`src/trk_pkg.sv`:
```
// shared types, codes and helpers for the can id tracking table
package trk_pkg;

  localparam logic [3:0] MAX_LEN = 4'd8;

  typedef enum logic [1:0] {
    ACT_HIT     = 2'd0,
    ACT_NEW     = 2'd1,
    ACT_REPLACE = 2'd2
  } trk_action_t;

  // search packet handed from cell to cell
  typedef struct packed {
    logic        valid;
    logic        hit;
    logic [28:0] id;
    logic [31:0] bound;
  } trk_probe_t;

  // write broadcast to all cells
  typedef struct packed {
    logic        en;
    logic        new_id;
    logic [28:0] id;
    logic        ext;
    logic [3:0]  len;
    logic [63:0] mask;
    logic [63:0] data;
    logic [31:0] now;
  } trk_wr_t;

  function automatic logic [63:0] byte_mask(input logic [3:0] len);
    logic [5:0] sh;
    sh = {len[2:0], 3'b000};
    if (len >= MAX_LEN) begin
      return '1;
    end
    return (64'd1 << sh) - 64'd1;
  endfunction

endpackage

```
`src/trk_in_if.sv`:
```
// frame input channel
interface trk_in_if
  import trk_pkg::*;
();
  logic        valid;
  logic        ready;
  logic [28:0] can_id;
  logic        is_extended;
  logic [3:0]  byte_count;
  logic [63:0] payload;
  logic [31:0] now_ms;

  modport source (output valid, can_id, is_extended, byte_count, payload, now_ms,
                  input ready);
  modport sink (input valid, can_id, is_extended, byte_count, payload, now_ms,
                output ready);
endinterface

```
`src/trk_out_if.sv`:
```
// result output channel
interface trk_out_if
  import trk_pkg::*;
();
  logic        valid;
  logic        ready;
  logic [2:0]  slot;
  logic [1:0]  action;
  logic [3:0]  occupied;
  logic [31:0] frame_total;

  modport source (output valid, slot, action, occupied, frame_total, input ready);
  modport sink (input valid, slot, action, occupied, frame_total, output ready);
endinterface

```
`src/can_id_tracking_table_unit.sv`:
```
// top level: frame capture, search chain of entry cells, update and result
//
//   channel | dir | beat contents
//   rx      | in  | can_id, is_extended, byte_count, payload, now_ms
//   res     | out | slot, action, occupied, frame_total
//
// a frame goes from accept through the launch, the registered stage of each cell
// along the search chain, then decide, write and emit into the result register.
// rx takes a new beat only once the previous result is registered, even while
// res is stalled; the next result then waits in emit.
// synchronous reset clears the whole table.
module can_id_tracking_table_unit
  import trk_pkg::*;
#(
  parameter int ENTRIES = 8
) (
  input  logic      clk,
  input  logic      rst,
  trk_in_if.sink    rx,
  trk_out_if.source res
);

  localparam int IW = (ENTRIES > 1) ? $clog2(ENTRIES) : 1;
  localparam int CW = $clog2(ENTRIES + 1);

  typedef enum logic [1:0] {ST_IDLE, ST_SCAN, ST_WRITE, ST_EMIT} state_t;

  state_t      state;
  logic        launch;
  logic [28:0] cap_id;
  logic        cap_ext;
  logic [3:0]  cap_len;
  logic [63:0] cap_data;
  logic [31:0] cap_now;
  logic [IW-1:0] k;
  trk_action_t act;
  logic [CW-1:0] used_count;
  logic [31:0] frame_counter;

  trk_probe_t    probe   [ENTRIES+1];
  logic [IW-1:0] hit_idx [ENTRIES+1];
  logic [IW-1:0] min_idx [ENTRIES+1];
  logic [ENTRIES:0] chain_valid;
  trk_wr_t       wr;
  logic [IW+2:0] k_wide;
  logic [CW+3:0] used_wide;

  assign rx.ready = (state == ST_IDLE);

  assign probe[0].valid = launch;
  assign probe[0].hit   = 1'b0;
  assign probe[0].id    = cap_id;
  assign probe[0].bound = cap_now;
  assign hit_idx[0]     = '0;
  assign min_idx[0]     = '0;

  for (genvar i = 0; i < ENTRIES; i++) begin : g_cell
    trk_cell #(.IW(IW), .CW(CW), .INDEX(i)) u_cell (
      .clk        (clk),
      .rst        (rst),
      .used_count (used_count),
      .probe_in   (probe[i]),
      .hit_idx_in (hit_idx[i]),
      .min_idx_in (min_idx[i]),
      .probe_out  (probe[i+1]),
      .hit_idx_out(hit_idx[i+1]),
      .min_idx_out(min_idx[i+1]),
      .wr         (wr),
      .wr_idx     (k)
    );
  end

  for (genvar i = 0; i <= ENTRIES; i++) begin : g_valid
    assign chain_valid[i] = probe[i].valid;
  end

  always_comb begin
    wr.en     = (state == ST_WRITE);
    wr.new_id = (act != ACT_HIT);
    wr.id     = cap_id;
    wr.ext    = cap_ext;
    wr.len    = cap_len;
    wr.mask   = byte_mask(cap_len);
    wr.data   = cap_data;
    wr.now    = cap_now;
    k_wide    = {3'b000, k};
    used_wide = {4'b0000, used_count};
  end

  always_ff @(posedge clk) begin
    if (rst) begin
      state         <= ST_IDLE;
      launch        <= 1'b0;
      used_count    <= '0;
      frame_counter <= '0;
      res.valid     <= 1'b0;
    end else begin
      launch <= 1'b0;
      if (res.valid && res.ready && (state != ST_EMIT)) begin
        res.valid <= 1'b0;
      end
      unique case (state)
        ST_IDLE: begin
          if (rx.valid) begin
            cap_id   <= rx.can_id;
            cap_ext  <= rx.is_extended;
            cap_len  <= (rx.byte_count > MAX_LEN) ? MAX_LEN : rx.byte_count;
            cap_data <= rx.payload;
            cap_now  <= rx.now_ms;
            launch   <= 1'b1;
            state    <= ST_SCAN;
          end
        end
        ST_SCAN: begin
          if (probe[ENTRIES].valid) begin
            if (probe[ENTRIES].hit) begin
              k   <= hit_idx[ENTRIES];
              act <= ACT_HIT;
            end else if (used_count < CW'(ENTRIES)) begin
              k   <= IW'(used_count);
              act <= ACT_NEW;
            end else begin
              k   <= min_idx[ENTRIES];
              act <= ACT_REPLACE;
            end
            state <= ST_WRITE;
          end
        end
        ST_WRITE: begin
          if (act == ACT_NEW) begin
            used_count <= used_count + CW'(1);
          end
          frame_counter <= frame_counter + 32'd1;
          state         <= ST_EMIT;
        end
        ST_EMIT: begin
          if (!res.valid || res.ready) begin
            res.valid       <= 1'b1;
            res.slot        <= k_wide[2:0];
            res.action      <= act;
            res.occupied    <= used_wide[3:0];
            res.frame_total <= frame_counter;
            state           <= ST_IDLE;
          end
        end
        default: state <= ST_IDLE;
      endcase
    end
  end

  a_one_probe: assert property (@(posedge clk) disable iff (rst)
    $onehot0(chain_valid))
    else $error("more than one probe in the search chain");

  a_exit_in_scan: assert property (@(posedge clk) disable iff (rst)
    probe[ENTRIES].valid |-> state == ST_SCAN)
    else $error("probe left the chain outside a scan");

  a_used_bound: assert property (@(posedge clk) disable iff (rst)
    used_count <= CW'(ENTRIES))
    else $error("occupancy above table size");

  a_new_not_full: assert property (@(posedge clk) disable iff (rst)
    (state == ST_WRITE && act == ACT_NEW) |-> used_count < CW'(ENTRIES))
    else $error("new entry filled in a full table");

  a_count_step: assert property (@(posedge clk) disable iff (rst)
    state == ST_WRITE |=> frame_counter == $past(frame_counter) + 32'd1)
    else $error("frame counter did not advance on write");

endmodule

```
`src/trk_cell.sv`:
```
// one table entry with its stage of the search chain
module trk_cell
  import trk_pkg::*;
#(
  parameter int IW    = 3,
  parameter int CW    = 4,
  parameter int INDEX = 0
) (
  input  logic             clk,
  input  logic             rst,
  input  logic [CW-1:0]    used_count,
  input  trk_probe_t       probe_in,
  input  logic [IW-1:0]    hit_idx_in,
  input  logic [IW-1:0]    min_idx_in,
  output trk_probe_t       probe_out,
  output logic [IW-1:0]    hit_idx_out,
  output logic [IW-1:0]    min_idx_out,
  input  trk_wr_t          wr,
  input  logic [IW-1:0]    wr_idx
);

  logic [28:0] entry_id;
  logic        entry_extended;
  logic [3:0]  entry_length;
  logic [63:0] entry_data;
  logic [31:0] entry_last_seen;

  logic        used;
  logic        match;
  logic        older;
  trk_probe_t  probe_next;

  always_comb begin
    used  = CW'(INDEX) < used_count;
    match = probe_in.valid && used && !probe_in.hit && (entry_id == probe_in.id);
    older = entry_last_seen < probe_in.bound;
    probe_next       = probe_in;
    probe_next.hit   = probe_in.hit | match;
    probe_next.bound = older ? entry_last_seen : probe_in.bound;
  end

  always_ff @(posedge clk) begin
    if (rst) begin
      probe_out.valid <= 1'b0;
    end else begin
      probe_out.valid <= probe_in.valid;
    end
    probe_out.hit   <= probe_next.hit;
    probe_out.id    <= probe_next.id;
    probe_out.bound <= probe_next.bound;
    hit_idx_out     <= match ? IW'(INDEX) : hit_idx_in;
    min_idx_out     <= older ? IW'(INDEX) : min_idx_in;
  end

  always_ff @(posedge clk) begin
    if (rst) begin
      entry_id        <= '0;
      entry_extended  <= 1'b0;
      entry_length    <= '0;
      entry_data      <= '0;
      entry_last_seen <= '0;
    end else if (wr.en && (wr_idx == IW'(INDEX))) begin
      if (wr.new_id) begin
        entry_id       <= wr.id;
        entry_extended <= wr.ext;
      end
      entry_length    <= wr.len;
      entry_data      <= (entry_data & ~wr.mask) | (wr.data & wr.mask);
      entry_last_seen <= wr.now;
    end
  end

endmodule

```
`src/flat_wrapper.sv`:
```
// flat-port wrapper written by rule: the top's interface ports become plain ports
module can_id_tracking_table_unit_flat import trk_pkg::*;
#(
  parameter int ENTRIES = 8
)
  (clk, rst, rx_valid, rx_can_id, rx_is_extended, rx_byte_count, rx_payload, rx_now_ms, rx_ready, res_valid, res_slot, res_action, res_occupied, res_frame_total, res_ready);
  trk_in_if rx_i ();
  trk_out_if res_i ();
  input  logic clk;
  input  logic rst;
  input wire logic [$bits(rx_i.valid)-1:0] rx_valid;
  input wire logic [$bits(rx_i.can_id)-1:0] rx_can_id;
  input wire logic [$bits(rx_i.is_extended)-1:0] rx_is_extended;
  input wire logic [$bits(rx_i.byte_count)-1:0] rx_byte_count;
  input wire logic [$bits(rx_i.payload)-1:0] rx_payload;
  input wire logic [$bits(rx_i.now_ms)-1:0] rx_now_ms;
  output wire logic [$bits(rx_i.ready)-1:0] rx_ready;
  output wire logic [$bits(res_i.valid)-1:0] res_valid;
  output wire logic [$bits(res_i.slot)-1:0] res_slot;
  output wire logic [$bits(res_i.action)-1:0] res_action;
  output wire logic [$bits(res_i.occupied)-1:0] res_occupied;
  output wire logic [$bits(res_i.frame_total)-1:0] res_frame_total;
  input wire logic [$bits(res_i.ready)-1:0] res_ready;
  assign rx_i.valid = rx_valid;
  assign rx_i.can_id = rx_can_id;
  assign rx_i.is_extended = rx_is_extended;
  assign rx_i.byte_count = rx_byte_count;
  assign rx_i.payload = rx_payload;
  assign rx_i.now_ms = rx_now_ms;
  assign rx_ready = rx_i.ready;
  assign res_valid = res_i.valid;
  assign res_slot = res_i.slot;
  assign res_action = res_i.action;
  assign res_occupied = res_i.occupied;
  assign res_frame_total = res_i.frame_total;
  assign res_i.ready = res_ready;
  can_id_tracking_table_unit #(.ENTRIES(ENTRIES)) u_core (.clk(clk), .rst(rst), .rx(rx_i), .res(res_i));
endmodule
```
`config.mk`:
```
export PLATFORM = sky130hd
export DESIGN_NAME = can_id_tracking_table_unit_flat
export DESIGN_NICKNAME = d
export VERILOG_FILES = /design/src/trk_pkg.sv /design/src/trk_in_if.sv /design/src/trk_out_if.sv /design/src/can_id_tracking_table_unit.sv /design/src/trk_cell.sv /design/src/flat_wrapper.sv
export SDC_FILE = /design/constraint.sdc
export NUM_CORES = 2
export LEC_CHECK = 0
export BUFFER_PORTS_ARGS = -buffer_cell sky130_fd_sc_hd__buf_2
export CAP_MARGIN = 40
export CORE_MARGIN = 3
export CORE_UTILIZATION = 61
export CTS_CLUSTER_DIAMETER = 30
export DETAILED_ROUTE_END_ITERATION = 8
export PLACE_DENSITY_LB_ADDON = 0.2
export SYNTH_ARGS = -nofsm -noshare
export SYNTH_HDL_FRONTEND = slang
export SYNTH_SLANG_ARGS = --single-unit
```
`constraint.sdc`:
```
create_clock -name clk -period 6.44 [get_ports clk]
set_input_delay 0.322 -clock clk [delete_from_list [all_inputs] [get_ports clk]]
set_output_delay 0.322 -clock clk [all_outputs]
set_load 0.01 [all_outputs]
```
# Word level (Yosys, flattened, before mapping)

Index checks and enable logic that the tools add are counted.

Register bits after elaboration: 1112
Logic and storage cells: 201

Add/subtract/negate cells: 2
$lt $le $gt $ge: 17
Eq/ne operators: 23
Mux-type cells: 18
Bitwise gates (word level): 9
Reduce and logical (&&, ||, !) cells: 59

Operators with widths:

| operator                                                                    | number |
|---|---|
| 32-bit less-than comparator                                                 | 8 |
| 29-bit == test                                                              | 8 |
| 32-bit two-way mux                                                          | 7 |
| 1-bit logical AND                                                           | 33 |
| 32-bit by 1-bit adder with 32-bit output, second input constant             | 1 |
| 2-bit AND reduction                                                         | 9 |
| 3-bit by 4-bit less-than comparator with 1-bit output, first input constant | 4 |
| 3-bit == test, second input constant                                        | 4 |
| 3-bit AND reduction                                                         | 4 |
| 1-bit zero test                                                             | 8 |
| 1-bit by 4-bit less-than comparator with 1-bit output, first input constant | 2 |
| 2-bit by 4-bit less-than comparator with 1-bit output, first input constant | 2 |
| 2-bit two-way mux                                                           | 4 |
| 2-bit case mux with 4 select lines                                          | 1 |
| 1-bit bitwise OR                                                            | 7 |
| 3-bit by 2-bit == test with 1-bit output, second input constant             | 2 |
| 3-bit two-way mux                                                           | 2 |
| 2-bit != test, second input constant                                        | 3 |
| 4-bit by 1-bit adder with 4-bit output, second input constant               | 1 |
| 2-bit by 1-bit == test with 1-bit output, second input constant             | 2 |
| 2-bit == test, second input constant                                        | 2 |
| 4-bit less-than comparator, second input constant                           | 1 |
| 1-bit two-way mux                                                           | 4 |
| 3-bit by 1-bit == test with 1-bit output, second input constant             | 1 |
| other kinds (7)                                                             | 8 |

# Depth between registers and ports, before layout

Depth in word-level cells: 5
Depth in mapped cells: 10
Gate-level depth less buffers: 8

# By module

Synthesis repeated with hierarchy kept, for this count alone.

Cells, all modules: 4673
Area, all modules: 47989.8 um^2

By module, submodules not included:

| module                              | instances | cells an instance | area each (um^2) |
|---|---|---|---|
| can_id_tracking_table_unit          | 1         | 431               | 7422.1 |
| trk_cell at u_core.g_cell[6].u_cell | 1         | 530               | 5131.2 |
| trk_cell at u_core.g_cell[5].u_cell | 1         | 530               | 5129.9 |
| trk_cell at u_core.g_cell[3].u_cell | 1         | 531               | 5127.4 |
| trk_cell at u_core.g_cell[2].u_cell | 1         | 531               | 5044.8 |
| trk_cell at u_core.g_cell[1].u_cell | 1         | 531               | 5043.6 |
| trk_cell at u_core.g_cell[0].u_cell | 1         | 530               | 5039.8 |
| trk_cell at u_core.g_cell[4].u_cell | 1         | 532               | 5038.6 |
| trk_cell at u_core.g_cell[7].u_cell | 1         | 527               | 5012.3 |

# Worst setup path before layout

OpenSTA, ideal clock, no wires.

Path kind: reg2reg
From: reg u_core.state[0]
To: reg u_core.cap_id[0], enable pin
Setup time: 568 ps
Arrival: 5204 ps
Data required time: 5872 ps
Slack: 668 ps
Cell stages (with the launch flop): 5
Path buffers: 0
Period minus slack after synthesis: 5772 ps
Path through: dfxtp_1 inv_1 ha_1 inv_1 nor3b_1

Word-level cells in the longest chain between the ends: 2

RTL lines:

| element                       | line                              | source |
|---|---|---|
| start: declaration            | can_id_tracking_table_unit.sv:28  | `state_t state;` |
| start signal: assignment      | can_id_tracking_table_unit.sv:92  | `state <= ST_IDLE;` |
| start signal: assignment      | can_id_tracking_table_unit.sv:111 | `state <= ST_SCAN;` |
| start signal: assignment      | can_id_tracking_table_unit.sv:126 | `state <= ST_WRITE;` |
| 2-bit zero test               | --                                |  |
| named net rx_ready            | flat_wrapper.sv:17                | `output wire logic [$bits(rx_i.ready)-1:0] rx_ready;` |
| 3-bit AND reduction (no line) | --                                |  |
| end signal: assignment        | can_id_tracking_table_unit.sv:105 | `cap_id <= rx.can_id;` |
| end: declaration              | can_id_tracking_table_unit.sv:30  | `logic [28:0] cap_id;` |

The timed path passes the listed nets, and every way through them passes these cells.
A chain may end at the register's enable or synchronous reset.

==> summary.txt <==
outcome - finished clean
drt wl/cell - 17.3 µm
CP Launch Point - u_core.cap_now[25]$_DFFE_PP_
post-synthesis instance total - 4512
H-tree depth - 4
IO buf count - 107
met3 Use GR - 4.85%
final total power - 21400 µW
Crit. End Element - flop
grt met2 use - 40.8%
largest net degree at the start of global routing - 175
reg2reg start - u_core.cap_now[25]$_DFFE_PP_
global routing met1 resource utilization - 38.1%
root buffer cell - clkbuf_16
initial core utilization - 62.3%
area of the die - 74100 µm²
CTS tree - built
FP Rows - 96
maxcap violations - 0
die extent in x - 272 µm
Worst-path clk slew - 0.06 ns
core area - 69400 µm²
Startpoint Class - flop
count leader, synth - nand2_1
Cell Pwr Density - 417 nW/µm²
final setup fails - 0
Synth cell types - 54
share of cells above drive strength 1 - 14.9%
global-route usage over all layers - 26.5%
worst-margin pin slew - 1.03 ns
GR Overflow Total - 0
Routed WL - 99.3 mm
Ant. Diodes - 0
ys async rst share - 0%
Top Usage Layer GRT - met2
EDFF count, synth - 107
vias in the first global route - 29945
Critical Path RT - 7.06 ns
largest cells by area after synthesis - dfxtp_1, nand2_1, edfxtp_1
YS warnings - 0
RSZ-0062 raised after global routing - no
Final Cycle Share - 51.5%
GP Congestion - 0.851
min Tclk post-route - 3.32 ns
initial antenna violation count - 0
Clock Path Buffers - 3
via count - 31128
post-synth top area cell - dfxtp_1
first-pass detailed-route iteration total - 5
Final Hold Fails - 0
CP arrival - 3.94 ns
peak supply drop - 0.000439 V
HPWL after DPL - 64.2 mm
mapped cell area - 43200 µm²
#FFs+latches synth - 1112
Iter 0 DRT Violations - 2325
Core Util, Final - 74.0%
FMAX - 0.301 GHz
Setup Crit Path Kind - reg -> reg
HP Start - rst
Net count, final - 5055
Hold Crit Class - in -> reg
Fillers - 4778
first-pass GRT wire length - 158 mm
most frequent cells after synthesis - nand2_1, dfxtp_1, a21oi_1, inv_1, ha_1
Area growth syn-to-layout - 18.8%
max-slew violations - 0
post-synthesis sequential area ratio - 54.0%
Die Height - 272 µm
Main synth FF type - dfxtp_1
clk sinks - 1112
Top Ports - 177
Post-Syn Nets - 4902
Post-Syn Area per Cell - 9.58 µm²
post-DR vias/cell - 5.42
Crit Path Max Fanout - 21
Worst Skew - 0.0277 ns
setup TNS - 0 ns
CTS Buf Count - 169
DRC Markers - 0
Final ANT Viol Nets - 0
clk_lat worst skew - 0.74 ns
Slew headroom - 31.6%
leakage - 0.0202 µW
Synth top area share - 46.5%
==> routing by layer <==
metal	wire length [µm]	share of wire [%]
met5	0	0
met4	1950	2.0
met3	6400	6.4
met2	43900	44
met1	47000	47
==> path summary, 6_finish.rpt <==
check                                                      endpoint  slack, ns  cells after the start
hold reg to reg       u_core.g_cell[1].u_cell.probe_out[40]$_DFF_P_       0.35                      0
setup reg to reg       u_core.g_cell[0].u_cell.probe_out[7]$_DFF_P_       3.12                      9
hold / removal    u_core.g_cell[4].u_cell.entry_id[14]$_SDFFE_PP0P_       0.03                      2
setup / recovery       u_core.g_cell[0].u_cell.probe_out[7]$_DFF_P_       3.12                      9
==> kinds of logic after synthesis <==
| group | share of synthesized area [%] |
|---|---|
| and+or+nand+nor | 14.1 |
| muxes | 5.93 |
| xor gates and xnor gates | 5.25 |
| buffers and inverters | 4.58 |
| AOI/OAI and AO/OA | 8.81 |
| adders and majority gates | 7.41 |
| DFF | 54.0 |
==> flip-flops by register name, summed over array words and instances (netlist names), 17 cells and up <==
register and flops:
u_core.cap_id 29, u_core.cap_now 32, u_core.frame_counter 32, u_core.g_cell.u_cell.entry_id 232, u_core.g_cell.u_cell.entry_last_seen 256, u_core.g_cell.u_cell.hit_idx_out 17, u_core.g_cell.u_cell.min_idx_out 17, u_core.g_cell.u_cell.probe_out 443
u_core.res.frame_total 32
==> worst max-delay path: stages, from the launching register on <==
cell and delay (ns):
edfxtp_1 0.68, inv_1 0.10, ha_1 0.30, a21o_1 0.18, a221o_1 0.32, a221oi_1 0.38
o21ai_0 0.22, a21oi_4 0.44, buf_16 0.23, mux2_2 0.35
==> area by class of cell <==
type                            count  area (µm²)  share of cell area [%]
Clock buffer                      205        4580                    8.91
Clock inverter                    113        1380                    2.69
Sequential cell                  1112       23300                    45.4
Multi-Input combinational cell   2887       18100                    35.1
Inverter                          267        1000                    1.95
Tap cell                          931        1160                    2.27
Timing Repair Buffer              228        1850                    3.61
==> through the flow <==
| stage | instance area, µm² | worst slack, ns | cells | hold WS [ns] |
|---|---|---|---|---|
| 2_1_floorplan | 43200 | 0.668 | 4512 | 0.346 |
| 5_1_grt | 51400 | 2.92 | 5743 | 0.0382 |
| 3_3_place_gp | 44400 | 2.90 | 5345 | 0.351 |
| 4_1_cts | 51400 | 3.10 | 5743 | 0.00797 |
| 3_5_place_dp | 44800 | 3.15 | 5362 | 0.354 |
| 6_report | 51400 | 3.12 | 5743 | 0.0290 |
==> power breakdown <==
group / total, µW / internal, µW / leakage [µW] / switching (µW)
Clock: 9340 / 5990 / 0.00289 / 3350
Combinational: 4060 / 1900 / 0.00814 / 2160
Sequential: 8040 / 7520 / 0.00917 / 518
==> cells in the final DEF, fill, tap and decap left out, drive strengths merged, types with 43 or more instances in the layout <==
cell and instances:
ha 256, xnor2 86, o21ai 59, dlygate4sd3 63, a21oi 579, clkbuf 205
nand4 58, nand2 1074, xor2 173, edfxtp 107, nor2 93, mux2 224
inv 297, dfxtp 1005, clkinv 43, buf 165
==> what timing repair did <==
item                      4_1_cts  5_1_grt
hold buffers                   63        0
hold endpoints to repair       63        0
buffers inserted                0        0
gates resized for setup         0        0
Power figures use the tool's default switching activity.
